[src/rtl/tsc_pkg.sv]
// Shared types and constants of the traffic statistics counters unit.
// Used by the sequencer, the RAM wrapper and the top level; no dependencies.
package tsc_pkg;

  // Default sizing of the statistics store.
  localparam int PROCESSES_DEF = 16;
  localparam int SIZE_BINS_DEF = 1501;
  localparam int RATE_BINS_DEF = 1025;
  localparam int BIN_WIDTH_DEF = 32;

  // Rates are binned in units of 1024 bytes per second.
  localparam int RATE_SHIFT = 10;

  // Field widths of the item channels.
  localparam int REQ_W       = 2;
  localparam int PID_W       = 5;
  localparam int DIR_W       = 2;
  localparam int PROTO_W     = 3;
  localparam int SIZE_W      = 16;
  localparam int RATE_W      = 32;
  localparam int SEL_W       = 4;
  localparam int RBIN_W      = 11;
  localparam int VALUE_W     = 64;
  localparam int IN_TDATA_W  = 112;
  localparam int OUT_TDATA_W = 64;

  // Request kinds.
  localparam logic [REQ_W-1:0] REQ_PACKET = 2'd0;
  localparam logic [REQ_W-1:0] REQ_RATE   = 2'd1;
  localparam logic [REQ_W-1:0] REQ_READ   = 2'd2;

  // Protocol codes at or above this one carry no byte count.
  localparam logic [PROTO_W-1:0] PROTO_UNKNOWN = 3'd4;

  // Read selectors for the histograms; lower codes pick a byte counter.
  localparam logic [SEL_W-1:0] SEL_SIZE_TX = 4'd8;
  localparam logic [SEL_W-1:0] SEL_SIZE_RX = 4'd9;
  localparam logic [SEL_W-1:0] SEL_RATE_TX = 4'd10;
  localparam logic [SEL_W-1:0] SEL_RATE_RX = 4'd11;

  typedef struct packed {
    logic [REQ_W-1:0]   req_type;
    logic [PID_W-1:0]   process_id;
    logic [DIR_W-1:0]   direction;
    logic [PROTO_W-1:0] protocol;
    logic [SIZE_W-1:0]  packet_size;
    logic [RATE_W-1:0]  tx_byte_rate;
    logic [RATE_W-1:0]  rx_byte_rate;
    logic [SEL_W-1:0]   read_counter;
    logic [RBIN_W-1:0]  read_bin;
  } item_t;

  typedef struct packed {
    logic rd_en;
    logic wr_en;
  } ram_ctl_t;

endpackage

[src/rtl/tsc_ram.sv]
// Single-clock RAM with one write and one registered read port.
// Holds the counters of the statistics unit; uses tsc_pkg for the port strobes.
module tsc_ram #(
  parameter int DEPTH = 8,
  parameter int WIDTH = 64
) (
  input  logic                     clk,
  input  tsc_pkg::ram_ctl_t        ctl,
  input  logic [$clog2(DEPTH)-1:0] rd_addr,
  input  logic [$clog2(DEPTH)-1:0] wr_addr,
  input  logic [WIDTH-1:0]         wr_data,
  output logic [WIDTH-1:0]         rd_data
);

  logic [WIDTH-1:0] mem_r [DEPTH];
  logic [WIDTH-1:0] rd_data_r;

  always_ff @(posedge clk) begin
    if (ctl.wr_en) begin
      mem_r[wr_addr] <= wr_data;
    end
  end

  // Read data holds until the next read, so a waiting result keeps its value.
  always_ff @(posedge clk) begin
    if (ctl.rd_en) begin
      rd_data_r <= mem_r[rd_addr];
    end
  end

  assign rd_data = rd_data_r;

endmodule

[config.mk]
export PLATFORM = sky130hd
export DESIGN_NAME = tsc_ram
export DESIGN_NICKNAME = d
export VERILOG_FILES = /design/src/rtl/tsc_pkg.sv /design/src/rtl/tsc_ram.sv
export SDC_FILE = /design/constraint.sdc
export NUM_CORES = 1
export LEC_CHECK = 0
export ABC_AREA = 1
export BUFFER_PORTS_ARGS = -buffer_cell sky130_fd_sc_hd__buf_2
export CAP_MARGIN = 20
export CORE_MARGIN = 8
export CORE_UTILIZATION = 55
export CTS_BUF_LIST = sky130_fd_sc_hd__clkbuf_16
export CTS_CLUSTER_DIAMETER = 50
export DETAILED_ROUTE_END_ITERATION = 16
export PLACE_DENSITY = 0.76
export SYNTH_ARGS = -nofsm -noshare
export SYNTH_HDL_FRONTEND = slang
export SYNTH_SLANG_ARGS = --single-unit
[constraint.sdc]
create_clock -name clk -period 4.6 [get_ports clk]
set_clock_uncertainty 0.15 [all_clocks]
set_input_delay 1.38 -clock clk [delete_from_list [all_inputs] [get_ports clk]]
set_output_delay 1.38 -clock clk [all_outputs]
set_load 0.02 [all_outputs]
==> flow_metrics.tcl, run 1 <==
set metrics [dict create \
    cts-buffers-inserted 55 \
    std_cell_rows 77 \
    dp_cells 2947 \
    synth_top_area_share_pct 71.2 \
    clockBufferDepth 3 \
    track_usage_pct 20.5 \
    arrival_ns 3.18 \
    syn_area_per_cell_um2 10.6 \
    clkPwrFrac_pct 38.3 \
    tightest_slew_ns 1.16 \
    grt_pass1_wl_um 81200 \
    reg2reg_depth 6 \
    reg2reg_to "rd_data[29]" \
    dr.first_iter.drc_count 1314 \
    crit_type "in -> reg" \
    grt_pass1_vias 15500 \
    r2r_slack_ns 3.35 \
    fin_crit_sh_pct 64.9 \
    die_x_um 226 \
    synth.distinct_cells 11 \
    cellPowerDensity_nw_per_um2 405 \
    setup_viol 0 \
    layout_common_cells "nand2_1 (838), edfxtp_1 (576), inv_1 (527), nand3_1 (256), buf_2 (133)" \
    antenna_left 0 \
    slew_violations 0 \
    hold_violations 0 \
    wirelength_um 52200 \
    period_minus_slack_ns 2.98 \
    met2_usage_pct 35.0 \
    cap_violations 0 \
    p_seq_share_pct 54.9 \
    hp-class "reg -> reg" \
    critPathCaptureType "flop" \
    place.gp.congestion 0.748 \
    dpl_cell_area_um2 25500 \
    holdBufCountCts 0 \
    overflow 0 \
    stdcell_area_um2 27200 \
    swShare_pct 22.4 \
    drive_above_1_share_pct 10.0 \
    post_cts_buffers 0 \
    use_met3_pct 4.52 \
    coreArea_um2 43900 \
    p_sw_mw 2.46 \
    antenna_found_initial 12 \
    slew_headroom_pct 22.8 \
    path_cells "clkbuf_8 > buf_12 > nand2_1 > nand3_1 > nand2_1 > nand2_1 > nand2_1" \
    ios 137 \
    post_drt_wl_per_cell_um 17.1 \
    start_kind "input port" \
    drc 0 \
    cts_resized 0 \
    crit_top_cell "nand2_1" \
    syn2layout_area_growth_pct 12.1 \
    worstPathRequired_ns 4.79 \
    syn_area_um2 24300 \
    drtPass1Iterations 5 \
    vias 15400 \
    yosysSeqAreaShare_pct 71.2 \
    clock_latency_ns 0.60 \
    instances_no_fill 3053 \
    cp-startpoint "rd_addr[0]" \
    comb_power_share_pct 6.8 \
    htreeDepth 2 \
    met1_usage_pct 25.2 \
    endpoint "rd_data[50]" \
    fmax_mhz 335 \
    vdd_drop_max_v 0.000272 \
    dpl.hpwl_um 27100 \
    leakage_nw 12.4 \
    p_int_mw 8.55 \
    status "finished, final reports clean" \
    cp_top_family "buffers and inverters" \
    dieArea_um2 51200 \
    synthCells 2294 \
    layout_commonest_cell "nand2_1" \
    ys_ff_latch 576 \
    cts_tree "done" \
    path_buf_inv 2 \
    timing.rr.start "mem_r[5][29]" \
    initial_utilization_pct 55.3 \
    cp_max_fo 153 \
    nets 2485 \
    grt_max_degree 154 \
    slowest_stage "buf_12" \
    cp.depth 7 \
    clk_pin_slew_ns 0.06 \
    rsz0062_at_grt "no" \
    root_buffer "clkbuf_16" \
    vias_per_cell 5.03 \
    io_buffers 136 \
    die_h_um 226 \
    cts.sinks 576 \
    yosysTopAreaCell "edfxtp_1" \
    synth_area_leaders "edfxtp_1 (71%), nand2_1 (13%), inv_1 (8.0%), nand3_1 (5.3%), buf_2 (1.1%)" \
    slowest_delay_ns 0.60 \
    synth_fp_nets 2367 \
    yosysWarningCount 0 \
    busiest_layer "met2" \
]
[cell families (layout without fill, tap and decap cells)]
kind of cell | after synthesis | after routing | share of synthesized area (%)
buffers and inverters | 616 | 779 | 10.5
flip-flops | 576 | 576 | 71.2
other | 0 | 4 | 0
AND/OR/NAND/NOR | 1102 | 1102 | 18.3
[through the flow]
stage | hold WS [ns] | utilization [%] | worst slack [ns] | power [mW] | setup TNS (ns)
finish | 0.555 | 62.0 | 1.62 | 11.0 | 0
global route | 0.603 | 62.0 | 1.46 | 11.4 | 0
CTS | 0.553 | 62.0 | 1.60 | 11.1 | 0
detailed placement | 0.546 | 58.1 | 0.992 | 6.92 | 0
global placement | 0.526 | 58.1 | 1.05 | 6.89 | 0
floorplan | 0.512 | - | -0.234 | 6.63 | -86.62
[tightest hold or removal path: cells and delay by family, from the launching register on]
family,cells,cell delay [ns]
flip-flops,1,0.32
AND/OR/NAND/NOR,5,0.24
buffers and inverters,1,0.04
[registers in the layout, indices dropped and copies added, names as in the netlist]
name / count
mem_r: 512
rd_data: 64
[worst min path at each step]
stage / startpoint / endpoint / slack (ns) / cells past startpoint
2_1_floorplan: mem_r[4][62] / rd_data[62] / 0.51 / 6
3_3_place_gp: mem_r[0][0] / rd_data[0] / 0.53 / 6
3_5_place_dp: mem_r[5][2] / rd_data[2] / 0.55 / 6
4_1_cts: mem_r[0][20] / rd_data[20] / 0.55 / 6
5_1_grt: mem_r[0][15] / rd_data[15] / 0.60 / 6
6_report: mem_r[1][14] / rd_data[14] / 0.55 / 6
[per-layer routing]
layer | share of wire [%] | routed length (um)
met5 | 0.19 | 97
met1 | 41 | 21200
met3 | 7.2 | 3760
met4 | 3.1 | 1630
met2 | 49 | 25500
[synth_stat cells]
| master | instances |
|---|---|
| nor2_1 | 8 |
| buf_2 | 54 |
| inv_1 | 516 |
| clkbuf_1 | 9 |
| buf_6 | 13 |
| nand3_1 | 256 |
| inv_2 | 2 |
| buf_4 | 18 |
| nand2_1 | 838 |
| edfxtp_1 | 576 |
| buf_1 | 4 |
[power by group through the flow]
stage	clock, mW	combinational, mW	sequential (mW)
after CTS	4.28	0.759	6.05
after global placement	0	0.729	6.16
after global routing	4.46	0.840	6.07
after floorplan	0	0.419	6.21
after detailed placement	0	0.754	6.16
final	4.21	0.751	6.05
[cell type report]
cell class | instances | area, um^2
multi-input combinational | 1102 | 4520
sequential | 576 | 17300
tap | 592 | 741
fill | 3295 | 16700
clock inverter | 45 | 258
clock buffer | 57 | 1430
antenna | 4 | 10.0
timing repair buffer | 159 | 1030
inverter | 518 | 1950
Power figures use the tool's default switching activity.
==> inputs of run 2 (changes only) <==
==> constraint.sdc (replaced) <==
create_clock -name clk -period 2.6 [get_ports clk]
set_clock_uncertainty 0.15 [all_clocks]
set_input_delay 0.78 -clock clk [delete_from_list [all_inputs] [get_ports clk]]
set_output_delay 0.78 -clock clk [all_outputs]
set_load 0.02 [all_outputs]
==> run 2 against run 1 <==
Die area is the same. Sequential power increased by 77%. Count of clock-buffer cells in the layout is 2 lower. Combinational power increased by 84%. Non-clock buffer count is 15 higher. Register-to-register slack worse by 2.1 ns. Core utilization up 0.91 points. Flip-flop and latch count is the same. Setup slack worse by 1.2 ns. Critical endpoint is now rd_data[0]. Largest cell class unchanged.
==> flow_metrics.tcl, run 2 (same netlist as run 1, synthesis figures left out) <==
set metrics [dict create \
    dieArea_um2 51200 \
    slew_violations 0 \
    path_cells "buf_2" \
    start_kind "flop" \
    fin_crit_sh_pct 84.1 \
    cp_max_fo 1 \
    critPathCaptureType "primary output" \
    track_usage_pct 20.4 \
    rsz0062_at_grt "no" \
    slew_headroom_pct 53.3 \
    hold_violations 0 \
    root_buffer "clkbuf_16" \
    n_fill_cell 3252 \
    dp_slack_ns 0.255 \
    antenna_found_initial 11 \
    layout_common_cells "nand2_1 (838), edfxtp_1 (576), inv_1 (522), nand3_1 (256), buf_2 (133)" \
    clockBufferDepth 3 \
    largest_reg_flops 512 \
    fin_util_pct 62.9 \
    grt_pass1_vias 15800 \
    clkPwrFrac_pct 39.7 \
    initial_utilization_pct 55.3 \
    cts-buffers-inserted 55 \
    ios 137 \
    holdBufCountCts 0 \
    grt_pass1_wl_um 82100 \
    cts.sinks 576 \
    dp_cells 2962 \
    slowest_stage "edfxtp_1" \
    drtPass1Iterations 5 \
    die_x_um 226 \
    worstPathRequired_ns 1.67 \
    clk_pin_slew_ns 0.06 \
    htreeDepth 2 \
    arrival_ns 1.26 \
    p_seq_share_pct 53.4 \
    place.gp.congestion 0.758 \
    syn2layout_area_growth_pct 13.7 \
    cellPowerDensity_nw_per_um2 725 \
    fin_ws_ns 0.415 \
    path_buf_inv 1 \
    coreArea_um2 43900 \
    regMostFlops "mem_r" \
    post_cts_buffers 0 \
    comb_power_share_pct 6.9 \
    post_drt_wl_per_cell_um 17.1 \
    fin_hold_ws_ns 0.303 \
    period_minus_slack_ns 2.19 \
    grt_max_degree 141 \
    vias_per_cell 5.06 \
    cts_resized 0 \
    dr.first_iter.drc_count 1562 \
    vdd_drop_max_v 0.000488 \
    cp_top_family "flip-flops" \
    swShare_pct 21.9 \
    std_cell_rows 77 \
    instances_no_fill 3069 \
    slowest_delay_ns 0.46 \
    setup_tns_ns 0 \
    dpl_cell_area_um2 25800 \
    tightest_slew_ns 0.701 \
    dpl.hpwl_um 29200 \
    p_int_mw 15.7 \
    drive_above_1_share_pct 10.7 \
    drc 0 \
    antenna_left 0 \
    hp-class "in -> reg" \
    cts_tree "done" \
    die_h_um 226 \
    p_sw_mw 4.38 \
    setup_viol 0 \
    status "finished, final reports clean" \
    nets 2500 \
    layout_commonest_cell "nand2_1" \
    io_buffers 136 \
    vias 15500 \
    wirelength_um 52400 \
    crit_type "reg -> out" \
    stdcell_area_um2 27600 \
    clock_latency_ns 0.59 \
    overflow 0 \
    leakage_nw 12.6 \
    p_total_mw 20.0 \
    cap_violations 0 \
    fmax_mhz 458 \
]
==> run 2: cell types whose count changed in the layout (fill, tap and decap cells not counted), moves of 2 or more <==
cell / change
buf_4: +2
clkinv_2: -6
clkinv_4: +2
buf_12: +13
clkinvlp_4: +2
clkbuf_16: -2
inv_6: +2
bufinv_16: +6
clkinv_1: +4
inv_1: -5
==> run 2: power groups by stage <==
stage	logic [mW]	registers, mW	clock network, mW
2_1_floorplan	0.743	11.0	0
5_1_grt	1.54	10.7	8.36
3_5_place_dp	1.38	10.9	0
3_3_place_gp	1.32	10.9	0
6_report	1.38	10.7	7.95
4_1_cts	1.39	10.7	8.03
==> run 2: final cells by class <==
| type | count | area (um^2) | share of cell area (%) |
|---|---|---|---|
| antenna | 3 | 7.51 | 0.0272 |
| clock buffer | 55 | 1380 | 4.98 |
| clock inverter | 49 | 438 | 1.58 |
| inverter | 518 | 1950 | 7.06 |
| multi-input combinational | 1102 | 4520 | 16.3 |
| sequential | 576 | 17300 | 62.6 |
| tap | 592 | 741 | 2.68 |
| timing repair buffer | 174 | 1300 | 4.71 |
==> run 2: path summary, 6_finish.rpt <==
kind                startpoint           end  slack [ns]  cells past startpoint
setup / recovery    rd_data[0]    rd_data[0]        0.41                      1
hold / removal     wr_data[10]  mem_r[6][10]        0.30                      1
setup reg to reg  mem_r[5][51]   rd_data[51]        1.30                      6
hold reg to reg   mem_r[0][34]   rd_data[34]        0.56                      6
==> run 2: layer usage <==
metal | share of wire [%] | global-route usage [%] | vias up
met5 | 0.19 | 0 | -
met1 | 41 | 26.3 | 7411
met2 | 49 | 34.5 | 559
li1 | - | - | 7439
met3 | 7.4 | 4.31 | 116
met4 | 2.3 | 6.52 | 16
