**src/rtl/tsc_pkg.sv**
```systemverilog
// Shared types and constants of the traffic statistics counters unit.
// Used by the sequencer, the RAM wrapper and the top level; no dependencies.
package tsc_pkg;

  // Default sizing of the statistics store.
  localparam int PROCESSES_DEF = 16;
  localparam int SIZE_BINS_DEF = 1501;
  localparam int RATE_BINS_DEF = 1025;
  localparam int BIN_WIDTH_DEF = 32;

  // Rates are binned in units of 1024 bytes per second.
  localparam int RATE_SHIFT = 10;

  // Field widths of the item channels.
  localparam int REQ_W       = 2;
  localparam int PID_W       = 5;
  localparam int DIR_W       = 2;
  localparam int PROTO_W     = 3;
  localparam int SIZE_W      = 16;
  localparam int RATE_W      = 32;
  localparam int SEL_W       = 4;
  localparam int RBIN_W      = 11;
  localparam int VALUE_W     = 64;
  localparam int IN_TDATA_W  = 112;
  localparam int OUT_TDATA_W = 64;

  // Request kinds.
  localparam logic [REQ_W-1:0] REQ_PACKET = 2'd0;
  localparam logic [REQ_W-1:0] REQ_RATE   = 2'd1;
  localparam logic [REQ_W-1:0] REQ_READ   = 2'd2;

  // Protocol codes at or above this one carry no byte count.
  localparam logic [PROTO_W-1:0] PROTO_UNKNOWN = 3'd4;

  // Read selectors for the histograms; lower codes pick a byte counter.
  localparam logic [SEL_W-1:0] SEL_SIZE_TX = 4'd8;
  localparam logic [SEL_W-1:0] SEL_SIZE_RX = 4'd9;
  localparam logic [SEL_W-1:0] SEL_RATE_TX = 4'd10;
  localparam logic [SEL_W-1:0] SEL_RATE_RX = 4'd11;

  typedef struct packed {
    logic [REQ_W-1:0]   req_type;
    logic [PID_W-1:0]   process_id;
    logic [DIR_W-1:0]   direction;
    logic [PROTO_W-1:0] protocol;
    logic [SIZE_W-1:0]  packet_size;
    logic [RATE_W-1:0]  tx_byte_rate;
    logic [RATE_W-1:0]  rx_byte_rate;
    logic [SEL_W-1:0]   read_counter;
    logic [RBIN_W-1:0]  read_bin;
  } item_t;

  typedef struct packed {
    logic rd_en;
    logic wr_en;
  } ram_ctl_t;

endpackage

```
**src/rtl/tsc_ctrl.sv**
```systemverilog
// Sequencer of the traffic statistics unit: clearing pass, address generation,
// read-modify-write of both RAMs and the result register. Uses tsc_pkg.
module tsc_ctrl #(
  parameter int PROCESSES = tsc_pkg::PROCESSES_DEF,
  parameter int SIZE_BINS = tsc_pkg::SIZE_BINS_DEF,
  parameter int RATE_BINS = tsc_pkg::RATE_BINS_DEF,
  parameter int BIN_WIDTH = tsc_pkg::BIN_WIDTH_DEF
) (
  input  logic                                               clk,
  input  logic                                               rst_n,
  input  logic                                               item_valid,
  output logic                                               item_ready,
  input  tsc_pkg::item_t                                     item,
  output logic                                               res_valid,
  input  logic                                               res_ready,
  output logic [tsc_pkg::VALUE_W-1:0]                        res_value,
  output logic                                               res_status,
  output tsc_pkg::ram_ctl_t                                  byte_ctl,
  output logic [$clog2((PROCESSES+1)*8)-1:0]                 byte_rd_addr,
  output logic [$clog2((PROCESSES+1)*8)-1:0]                 byte_wr_addr,
  output logic [tsc_pkg::VALUE_W-1:0]                        byte_wr_data,
  input  logic [tsc_pkg::VALUE_W-1:0]                        byte_rd_data,
  output tsc_pkg::ram_ctl_t                                  hist_ctl,
  output logic [$clog2((PROCESSES+1)*2*(SIZE_BINS+RATE_BINS))-1:0] hist_rd_addr,
  output logic [$clog2((PROCESSES+1)*2*(SIZE_BINS+RATE_BINS))-1:0] hist_wr_addr,
  output logic [BIN_WIDTH-1:0]                               hist_wr_data,
  input  logic [BIN_WIDTH-1:0]                               hist_rd_data
);

  localparam int ENTRIES     = PROCESSES + 1;
  localparam int EW          = $clog2(ENTRIES);
  localparam int BYTE_DEPTH  = ENTRIES * 8;
  localparam int BYTE_AW     = $clog2(BYTE_DEPTH);
  localparam int SIZE_REGION = ENTRIES * 2 * SIZE_BINS;
  localparam int HIST_DEPTH  = SIZE_REGION + ENTRIES * 2 * RATE_BINS;
  localparam int HIST_AW     = $clog2(HIST_DEPTH);

  // The size region holds rows (entry*2 + direction) of SIZE_BINS bins, the
  // rate region follows it with rows of RATE_BINS bins.
  localparam logic [HIST_AW-1:0] SIZE_BINS_A   = HIST_AW'(SIZE_BINS);
  localparam logic [HIST_AW-1:0] RATE_BINS_A   = HIST_AW'(RATE_BINS);
  localparam logic [HIST_AW-1:0] SIZE_REGION_A = HIST_AW'(SIZE_REGION);
  localparam logic [HIST_AW-1:0] AGG_SIZE_A    = HIST_AW'(PROCESSES * 2 * SIZE_BINS);
  localparam logic [HIST_AW-1:0] AGG_RATE_A    =
    HIST_AW'(SIZE_REGION + PROCESSES * 2 * RATE_BINS);
  localparam logic [HIST_AW-1:0] HIST_LAST_A   = HIST_AW'(HIST_DEPTH - 1);
  localparam logic [EW-1:0]      AGG_ENTRY     = EW'(PROCESSES);

  localparam logic [2:0] S_CLR  = 3'd0;
  localparam logic [2:0] S_IDLE = 3'd1;
  localparam logic [2:0] S_ADDR = 3'd2;
  localparam logic [2:0] S_RUN  = 3'd3;
  localparam logic [2:0] S_RES  = 3'd4;

  // Memory operations per item kind.
  localparam logic [2:0] NOPS_NONE   = 3'd0;
  localparam logic [2:0] NOPS_READ   = 3'd1;
  localparam logic [2:0] NOPS_PACKET = 3'd2;
  localparam logic [2:0] NOPS_RATE   = 3'd4;

  logic [2:0]           state_r, state_nxt;
  logic [HIST_AW-1:0]   clr_r, clr_nxt;
  logic [2:0]           step_r, step_nxt;
  logic [2:0]           prev_step;
  tsc_pkg::item_t       item_r;
  logic [2:0]           nops_r, nops_nxt;
  logic                 upd_r, upd_nxt;
  logic                 b_en_r, b_en_nxt;
  logic                 rd_byte_r, rd_byte_nxt;
  logic                 rd_hist_r, rd_hist_nxt;
  logic [HIST_AW-1:0]   h_addr_r [4];
  logic [HIST_AW-1:0]   h_addr_nxt [4];
  logic [BYTE_AW-1:0]   b_addr_r [2];
  logic [BYTE_AW-1:0]   b_addr_nxt [2];
  logic                 out_valid_r;
  logic [tsc_pkg::VALUE_W-1:0] out_value_r;
  logic                 out_status_r;

  // Address generation terms.
  logic [EW-1:0]        pid_e;
  logic                 row_dir;
  logic [EW:0]          row;
  logic                 use_rate;
  logic [HIST_AW-1:0]   bins_c;
  logic [HIST_AW-1:0]   prod;
  logic [HIST_AW-1:0]   sbin;
  logic [HIST_AW-1:0]   tbin;
  logic [HIST_AW-1:0]   rbin;
  logic [HIST_AW-1:0]   rdbin;
  logic                 pid_upd_ok;
  logic                 pid_rd_ok;
  logic                 sel_byte;
  logic                 sel_size;
  logic                 sel_rate;
  logic                 size_bin_ok;
  logic                 rate_bin_ok;
  logic                 res_load;

  assign pid_e      = EW'(item_r.process_id);
  assign pid_upd_ok = 32'(item_r.process_id) < 32'(PROCESSES);
  assign pid_rd_ok  = 32'(item_r.process_id) <= 32'(PROCESSES);
  assign sel_byte   = !item_r.read_counter[tsc_pkg::SEL_W-1];
  assign sel_size   = (item_r.read_counter == tsc_pkg::SEL_SIZE_TX) ||
                      (item_r.read_counter == tsc_pkg::SEL_SIZE_RX);
  assign sel_rate   = (item_r.read_counter == tsc_pkg::SEL_RATE_TX) ||
                      (item_r.read_counter == tsc_pkg::SEL_RATE_RX);
  assign size_bin_ok = 32'(item_r.read_bin) < 32'(SIZE_BINS);
  assign rate_bin_ok = 32'(item_r.read_bin) < 32'(RATE_BINS);

  // One row multiply serves the process entry of every item kind.
  always_comb begin
    use_rate = (item_r.req_type == tsc_pkg::REQ_RATE) ||
               ((item_r.req_type == tsc_pkg::REQ_READ) && sel_rate);
    case (item_r.req_type)
      tsc_pkg::REQ_PACKET: row_dir = item_r.direction[0];
      tsc_pkg::REQ_READ:   row_dir = item_r.read_counter[0];
      default:             row_dir = 1'b0;
    endcase
    row    = {pid_e, row_dir};
    bins_c = use_rate ? RATE_BINS_A : SIZE_BINS_A;
    prod   = HIST_AW'(row) * bins_c;
  end

  // Bin indexes: size clamped to 1..SIZE_BINS, rates in KB/s clamped to the last bin.
  always_comb begin
    if (item_r.packet_size == '0) begin
      sbin = '0;
    end else if (32'(item_r.packet_size) > 32'(SIZE_BINS)) begin
      sbin = HIST_AW'(SIZE_BINS - 1);
    end else begin
      sbin = HIST_AW'(item_r.packet_size - 16'd1);
    end
    if (32'(item_r.tx_byte_rate[tsc_pkg::RATE_W-1:tsc_pkg::RATE_SHIFT]) >
        32'(RATE_BINS - 1)) begin
      tbin = HIST_AW'(RATE_BINS - 1);
    end else begin
      tbin = HIST_AW'(item_r.tx_byte_rate[tsc_pkg::RATE_W-1:tsc_pkg::RATE_SHIFT]);
    end
    if (32'(item_r.rx_byte_rate[tsc_pkg::RATE_W-1:tsc_pkg::RATE_SHIFT]) >
        32'(RATE_BINS - 1)) begin
      rbin = HIST_AW'(RATE_BINS - 1);
    end else begin
      rbin = HIST_AW'(item_r.rx_byte_rate[tsc_pkg::RATE_W-1:tsc_pkg::RATE_SHIFT]);
    end
    rdbin = HIST_AW'(item_r.read_bin);
  end

  // Operation list of the item held in item_r.
  always_comb begin
    nops_nxt    = NOPS_NONE;
    upd_nxt     = 1'b0;
    b_en_nxt    = 1'b0;
    rd_byte_nxt = 1'b0;
    rd_hist_nxt = 1'b0;
    for (int i = 0; i < 4; i++) begin
      h_addr_nxt[i] = '0;
    end
    b_addr_nxt[0] = {pid_e, item_r.direction[0], item_r.protocol[1:0]};
    b_addr_nxt[1] = {AGG_ENTRY, item_r.direction[0], item_r.protocol[1:0]};
    unique case (item_r.req_type)
      tsc_pkg::REQ_PACKET: begin
        if (pid_upd_ok && !item_r.direction[1]) begin
          nops_nxt = NOPS_PACKET;
          upd_nxt  = 1'b1;
          b_en_nxt = item_r.protocol < tsc_pkg::PROTO_UNKNOWN;
        end
        h_addr_nxt[0] = prod + sbin;
        h_addr_nxt[1] = AGG_SIZE_A + (item_r.direction[0] ? SIZE_BINS_A : '0) + sbin;
      end
      tsc_pkg::REQ_RATE: begin
        if (pid_upd_ok) begin
          nops_nxt = NOPS_RATE;
          upd_nxt  = 1'b1;
        end
        h_addr_nxt[0] = SIZE_REGION_A + prod + tbin;
        h_addr_nxt[1] = SIZE_REGION_A + prod + RATE_BINS_A + rbin;
        h_addr_nxt[2] = AGG_RATE_A + tbin;
        h_addr_nxt[3] = AGG_RATE_A + RATE_BINS_A + rbin;
      end
      tsc_pkg::REQ_READ: begin
        nops_nxt      = NOPS_READ;
        rd_byte_nxt   = pid_rd_ok && sel_byte;
        rd_hist_nxt   = pid_rd_ok && ((sel_size && size_bin_ok) ||
                                      (sel_rate && rate_bin_ok));
        b_addr_nxt[0] = {pid_e, item_r.read_counter[2:0]};
        h_addr_nxt[0] = (sel_rate ? SIZE_REGION_A : '0) + prod + rdbin;
      end
      default: begin
        nops_nxt = NOPS_NONE;
      end
    endcase
  end

  assign res_load = (state_r == S_RES) && (!out_valid_r || res_ready);

  always_comb begin
    state_nxt = state_r;
    clr_nxt   = clr_r;
    step_nxt  = step_r;
    unique case (state_r)
      S_CLR: begin
        clr_nxt = clr_r + 1'b1;
        if (clr_r == HIST_LAST_A) begin
          state_nxt = S_IDLE;
        end
      end
      S_IDLE: begin
        if (item_valid) begin
          state_nxt = S_ADDR;
        end
      end
      S_ADDR: begin
        step_nxt  = '0;
        state_nxt = (nops_nxt == NOPS_NONE) ? S_IDLE : S_RUN;
      end
      S_RUN: begin
        step_nxt = step_r + 3'd1;
        if (step_r == nops_r) begin
          state_nxt = (item_r.req_type == tsc_pkg::REQ_READ) ? S_RES : S_IDLE;
        end
      end
      S_RES: begin
        if (res_load) begin
          state_nxt = S_IDLE;
        end
      end
      default: begin
        state_nxt = S_IDLE;
      end
    endcase
  end

  // Step k reads operation k and writes back operation k-1. Operations of one
  // item touch distinct entries, and the next item is not taken before the last
  // write, so no read ever overlaps a pending write of the same entry.
  assign prev_step = step_r - 3'd1;

  always_comb begin
    byte_ctl     = '0;
    hist_ctl     = '0;
    byte_rd_addr = b_addr_r[step_r[0]];
    byte_wr_addr = b_addr_r[prev_step[0]];
    byte_wr_data = byte_rd_data + tsc_pkg::VALUE_W'(item_r.packet_size);
    hist_rd_addr = h_addr_r[step_r[1:0]];
    hist_wr_addr = h_addr_r[prev_step[1:0]];
    hist_wr_data = hist_rd_data + 1'b1;
    if (state_r == S_CLR) begin
      hist_ctl.wr_en = 1'b1;
      hist_wr_addr   = clr_r;
      hist_wr_data   = '0;
      byte_ctl.wr_en = 32'(clr_r) < 32'(BYTE_DEPTH);
      byte_wr_addr   = BYTE_AW'(clr_r);
      byte_wr_data   = '0;
    end else if (state_r == S_RUN) begin
      hist_ctl.rd_en = (step_r < nops_r) && (upd_r || rd_hist_r);
      hist_ctl.wr_en = (step_r != 3'd0) && upd_r;
      byte_ctl.rd_en = (step_r < nops_r) && (rd_byte_r || (upd_r && b_en_r));
      byte_ctl.wr_en = (step_r != 3'd0) && upd_r && b_en_r;
    end
  end

  always_ff @(posedge clk) begin
    if (!rst_n) begin
      state_r     <= S_CLR;
      clr_r       <= '0;
      step_r      <= '0;
      out_valid_r <= 1'b0;
    end else begin
      state_r <= state_nxt;
      clr_r   <= clr_nxt;
      step_r  <= step_nxt;
      if (res_load) begin
        out_valid_r <= 1'b1;
      end else if (res_ready) begin
        out_valid_r <= 1'b0;
      end
    end
  end

  always_ff @(posedge clk) begin
    if (state_r == S_IDLE && item_valid) begin
      item_r <= item;
    end
    if (state_r == S_ADDR) begin
      nops_r    <= nops_nxt;
      upd_r     <= upd_nxt;
      b_en_r    <= b_en_nxt;
      rd_byte_r <= rd_byte_nxt;
      rd_hist_r <= rd_hist_nxt;
      h_addr_r  <= h_addr_nxt;
      b_addr_r  <= b_addr_nxt;
    end
    if (res_load) begin
      out_value_r  <= rd_byte_r ? byte_rd_data :
                      rd_hist_r ? tsc_pkg::VALUE_W'(hist_rd_data) : '0;
      out_status_r <= !(rd_byte_r || rd_hist_r);
    end
  end

  assign item_ready = (state_r == S_IDLE);
  assign res_valid  = out_valid_r;
  assign res_value  = out_value_r;
  assign res_status = out_status_r;

endmodule

```
**config.mk**
```make
export PLATFORM = sky130hd
export DESIGN_NAME = tsc_ctrl
export DESIGN_NICKNAME = d
export VERILOG_FILES = /design/src/rtl/tsc_pkg.sv /design/src/rtl/tsc_ctrl.sv
export SDC_FILE = /design/constraint.sdc
export NUM_CORES = 1
export LEC_CHECK = 0
export BUFFER_PORTS_ARGS = -buffer_cell sky130_fd_sc_hd__buf_4
export CORE_MARGIN = 2
export CORE_UTILIZATION = 35
export CTS_CLUSTER_DIAMETER = 120
export DETAILED_ROUTE_END_ITERATION = 12
export PLACE_DENSITY = 0.53
export SLEW_MARGIN = 20
export SYNTH_ARGS = -nofsm -noshare
export SYNTH_HDL_FRONTEND = slang
export SYNTH_SLANG_ARGS = --single-unit
```
**constraint.sdc**
```tcl
create_clock -name clk -period 10.1 [get_ports clk]
set_input_delay 0.505 -clock clk [delete_from_list [all_inputs] [get_ports clk]]
set_output_delay 0.505 -clock clk [all_outputs]
set_load 0.05 [all_outputs]
```
==> flow_metrics.py <==
metrics = {
    "outcome": {
        "status": "finished clean",
    },
    "pwr": {
        "comb_power_share_pct": 7.4,
        "ir_worst_vdd_v": 0.0001033,
        "pwr-share-seq_pct": 47.0,
        "p_clk_share_pct": 45.7,
        "total_power_mw": 2.506,
        "intPower_mw": 1.920,
        "p_per_area_nw_per_um2": 100.6,
        "p_leak_nw": 10.32,
        "swShare_pct": 23.39,
        "switchingPower_uw": 586.1,
    },
    "synth": {
        "synthTopCellsByArea": "edfxtp_1 (36%), ha_1 (10%), xnor2_1 (5.1%), nand2_1 (4.2%), nor2_1 (4.0%)",
        "synth_common_cells": "edfxtp_1 (238), nand2_1 (224), nor2_1 (215), ha_1 (162), inv_1 (133)",
        "ys_async_sr_fraction_pct": 0,
        "synth.top_cell.area_share_pct": 35.86,
        "syn_inst": 2078,
        "yosysTopAreaCell": "edfxtp_1",
        "synth_warnings": 0,
        "synth_edf_count": 238,
        "ys_seq_elements": 262,
        "synth_most_common_cell": "edfxtp_1",
        "synthFlopType": "edfxtp_1",
        "mappedNetlistArea_sq_um": 19930,
        "seq_area_frac_synth_pct": 38.27,
        "synth_cell_types": 83,
        "postSynthAreaPerCell_sq_um": 9.592,
    },
    "timing": {
        "fmax_mhz": 119.7,
        "rsz0062_at_grt": "false",
        "period_needed_ns": 8.351,
        "fin_skew_ns": 0.02042,
        "slew_violations": 0,
        "layout_setup_ws_ns": 1.749,
        "setup_viol": 0,
        "finalSetupTns_ns": 0,
        "maxSlewHeadroom_pct": 26.98,
        "tightest_slew_ns": 1.095,
        "final.period_utilization_pct": 82.68,
        "hold_viol": 0,
    },
    "clocking": {
        "clk_pin_slew_ns": 0.06,
        "clkLatencyLatePin_ns": 0.56,
        "numCtsBuffers": 34,
        "cts_buffer_depth": 3,
        "cts_resized": 0,
        "cts_hold_buf": 0,
        "root_buffer": "clkbuf_16",
        "cts_sinks": 262,
        "cts_setup_buffers": 0,
        "cts_tree": "yes",
        "htree_levels": 2,
    },
    "routing": {
        "via_per_inst": 5.277,
        "postRouteAntennaNets": 0,
        "dr_total_vias": 17224,
        "dr.first_iter.drc_count": 1380,
        "wire_per_inst_microns": 22.03,
        "drt_wl_total_mm": 71.91,
        "drc": 0,
        "dr.pass1.iters": 5,
    },
    "hold_path": {
        "hold_start": "item[86]",
        "hp-class": "in2reg",
        "min_delay_path_depth": 1,
        "hold_end": "item_r[86]",
    },
    "global_routing": {
        "gr-usage-all-layers_pct": 23.83,
        "grt_remaining_overflow": 0,
        "grt_first_pass_wirelength_mm": 106.6,
        "first_global_vias": 16522,
        "grt_max_degree": 95,
        "antenna_found_initial": 4,
    },
    "worst_setup_path": {
        "timing.rr.end": "h_addr_r[50]",
        "setup.worst_path.end_class": "flop",
        "crit_top_cell": "ha_1",
        "cp_slowest_stage_delay_ns": 0.60,
        "reg2reg_from": "item_r[105]",
        "slowest_stage": "fa_1",
        "ff2ff_setup_slack_ns": 1.75,
        "critPathKind": "reg2reg",
        "start_kind": "flop",
        "arrival_ns": 8.74,
        "reg2reg_depth": 26,
        "worst-path-max-fanout": 15,
        "required_ns": 10.49,
    },
    "floorplanning": {
        "start_util_pct": 35.35,
        "die_h_microns": 242.6,
        "ios": 424,
        "placementRows": 87,
        "dieArea_sq_um": 58870,
        "die_w_microns": 242.6,
        "core_area_sq_um": 56390,
    },
    "finish": {
        "nets": 2880,
        "area_delta_synth_final_pct": 24.93,
        "seqCellArea_sq_um": 7629,
        "layout.cells.non_filler": 3264,
        "drive_gt1_share_pct": 21.92,
        "multi_input_area_sq_um": 11600,
        "fin_util_pct": 44.16,
        "fillers": 5602,
    },
    "place": {
        "dp.cells": 3202,
        "port_buffers": 403,
        "gp_congestion": 0.9334,
        "dp_worst_setup_slack_ns": 1.856,
        "dp_hpwl_mm": 57.98,
    },
    "flow_run": {
        "maxCapViolCount": 0,
    },
}
## how the worst max path moves through the flow
| stage | startpoint | to |
|---|---|---|
| after floorplan | item_r[12] | h_addr_r[50] |
| after global placement | item_r[105] | h_addr_r[50] |
| after detailed placement | item_r[105] | h_addr_r[50] |
| after CTS | item_r[105] | h_addr_r[50] |
| after global routing | item_r[105] | h_addr_r[50] |
| final | item_r[105] | h_addr_r[50] |
## metrics by stage
step,cell area (sq um),hold WS (ns)
floorplan,20000,0.4262
global placement,23870,0.4871
detailed placement,23870,0.5071
CTS,24890,0.09065
global route,24900,0.1034
finish,24900,0.1242
## worst max-delay path, delay by kind of cell (launching register included)
| family | cells | cell delay, ns |
|---|---|---|
| AO/OA/AOI/OAI | 10 | 2.49 |
| XOR/XNOR | 3 | 1.20 |
| adder cells (fa/ha/maj) | 6 | 1.94 |
| buffers and inverters | 3 | 0.63 |
| flip-flops | 1 | 0.56 |
| AND/OR/NAND/NOR | 4 | 1.35 |
## per-layer routing
layer  track usage, %  up-vias  part of all wire, %
met5                0        -                    0
met4            7.091        0                  2.6
li1                 -     8194                    -
met2            38.04      524                   46
met1            33.89     8420                   46
met3            2.853       86                  4.9
## area by class of cell
type | count | share of cell area (%)
antenna | 3 | 0.03015
sequential | 262 | 30.64
clock buffer | 44 | 3.568
tap | 756 | 3.799
multi-input combinational | 1625 | 46.58
clock inverter | 15 | 0.5527
inverter | 134 | 2.020
timing repair buffer | 425 | 12.81
## layout by cell type (no fill, tap or decap), types with 7 or more instances in the layout
cell type / count
inv_1: 133
mux2i_1: 10
a21oi_1: 104
nand2_1: 224
nor2_1: 215
a211oi_1: 14
clkbuf_16: 34
o21ai_0: 106
or2_2: 10
and4_1: 10
dfxtp_1: 23
nand2b_1: 20
and3_1: 21
nor4_1: 20
a31oi_1: 14
nand4_1: 28
and2_1: 77
mux4_2: 34
ha_1: 162
conb_1: 21
nor3_1: 47
or3_1: 19
nor2b_1: 23
o31ai_1: 7
buf_4: 425
fa_1: 29
edfxtp_1: 238
xor2_1: 78
o21bai_1: 9
clkbuf_1: 10
a21boi_0: 9
xnor2_1: 116
o22ai_1: 13
nand3_1: 51
a21o_1: 30
o21a_1: 10
## registers in the layout (all words and copies together) (netlist names), 3 cells and up
register and flops:
pid_e 5, h_addr_r 68, nops_r 3, b_addr_nxt 3, clr_r 17, res_value 64
item_r 79, b_addr_r 11, state_r 3, step_r 3
## logic make-up after synthesis
group	Yosys count	synth area share (%)
AND/OR/NAND/NOR	795	19.39
AO/OA/AOI/OAI	373	11.86
flip-flops	262	38.27
buffers and inverters	210	3.986
XOR/XNOR	197	8.807
adder cells (fa/ha/maj)	191	13.08
multiplexers	48	4.570
other	2	0.03768
## power by group through the flow
stage	registers, mW	logic (mW)	clock network (mW)
3_3_place_gp	1.20	0.179	0
4_1_cts	1.18	0.182	1.18
5_1_grt	1.18	0.200	1.22
6_report	1.18	0.185	1.14
2_1_floorplan	1.20	0.0823	0
3_5_place_dp	1.20	0.181	0
Power figures use the tool's default switching activity.
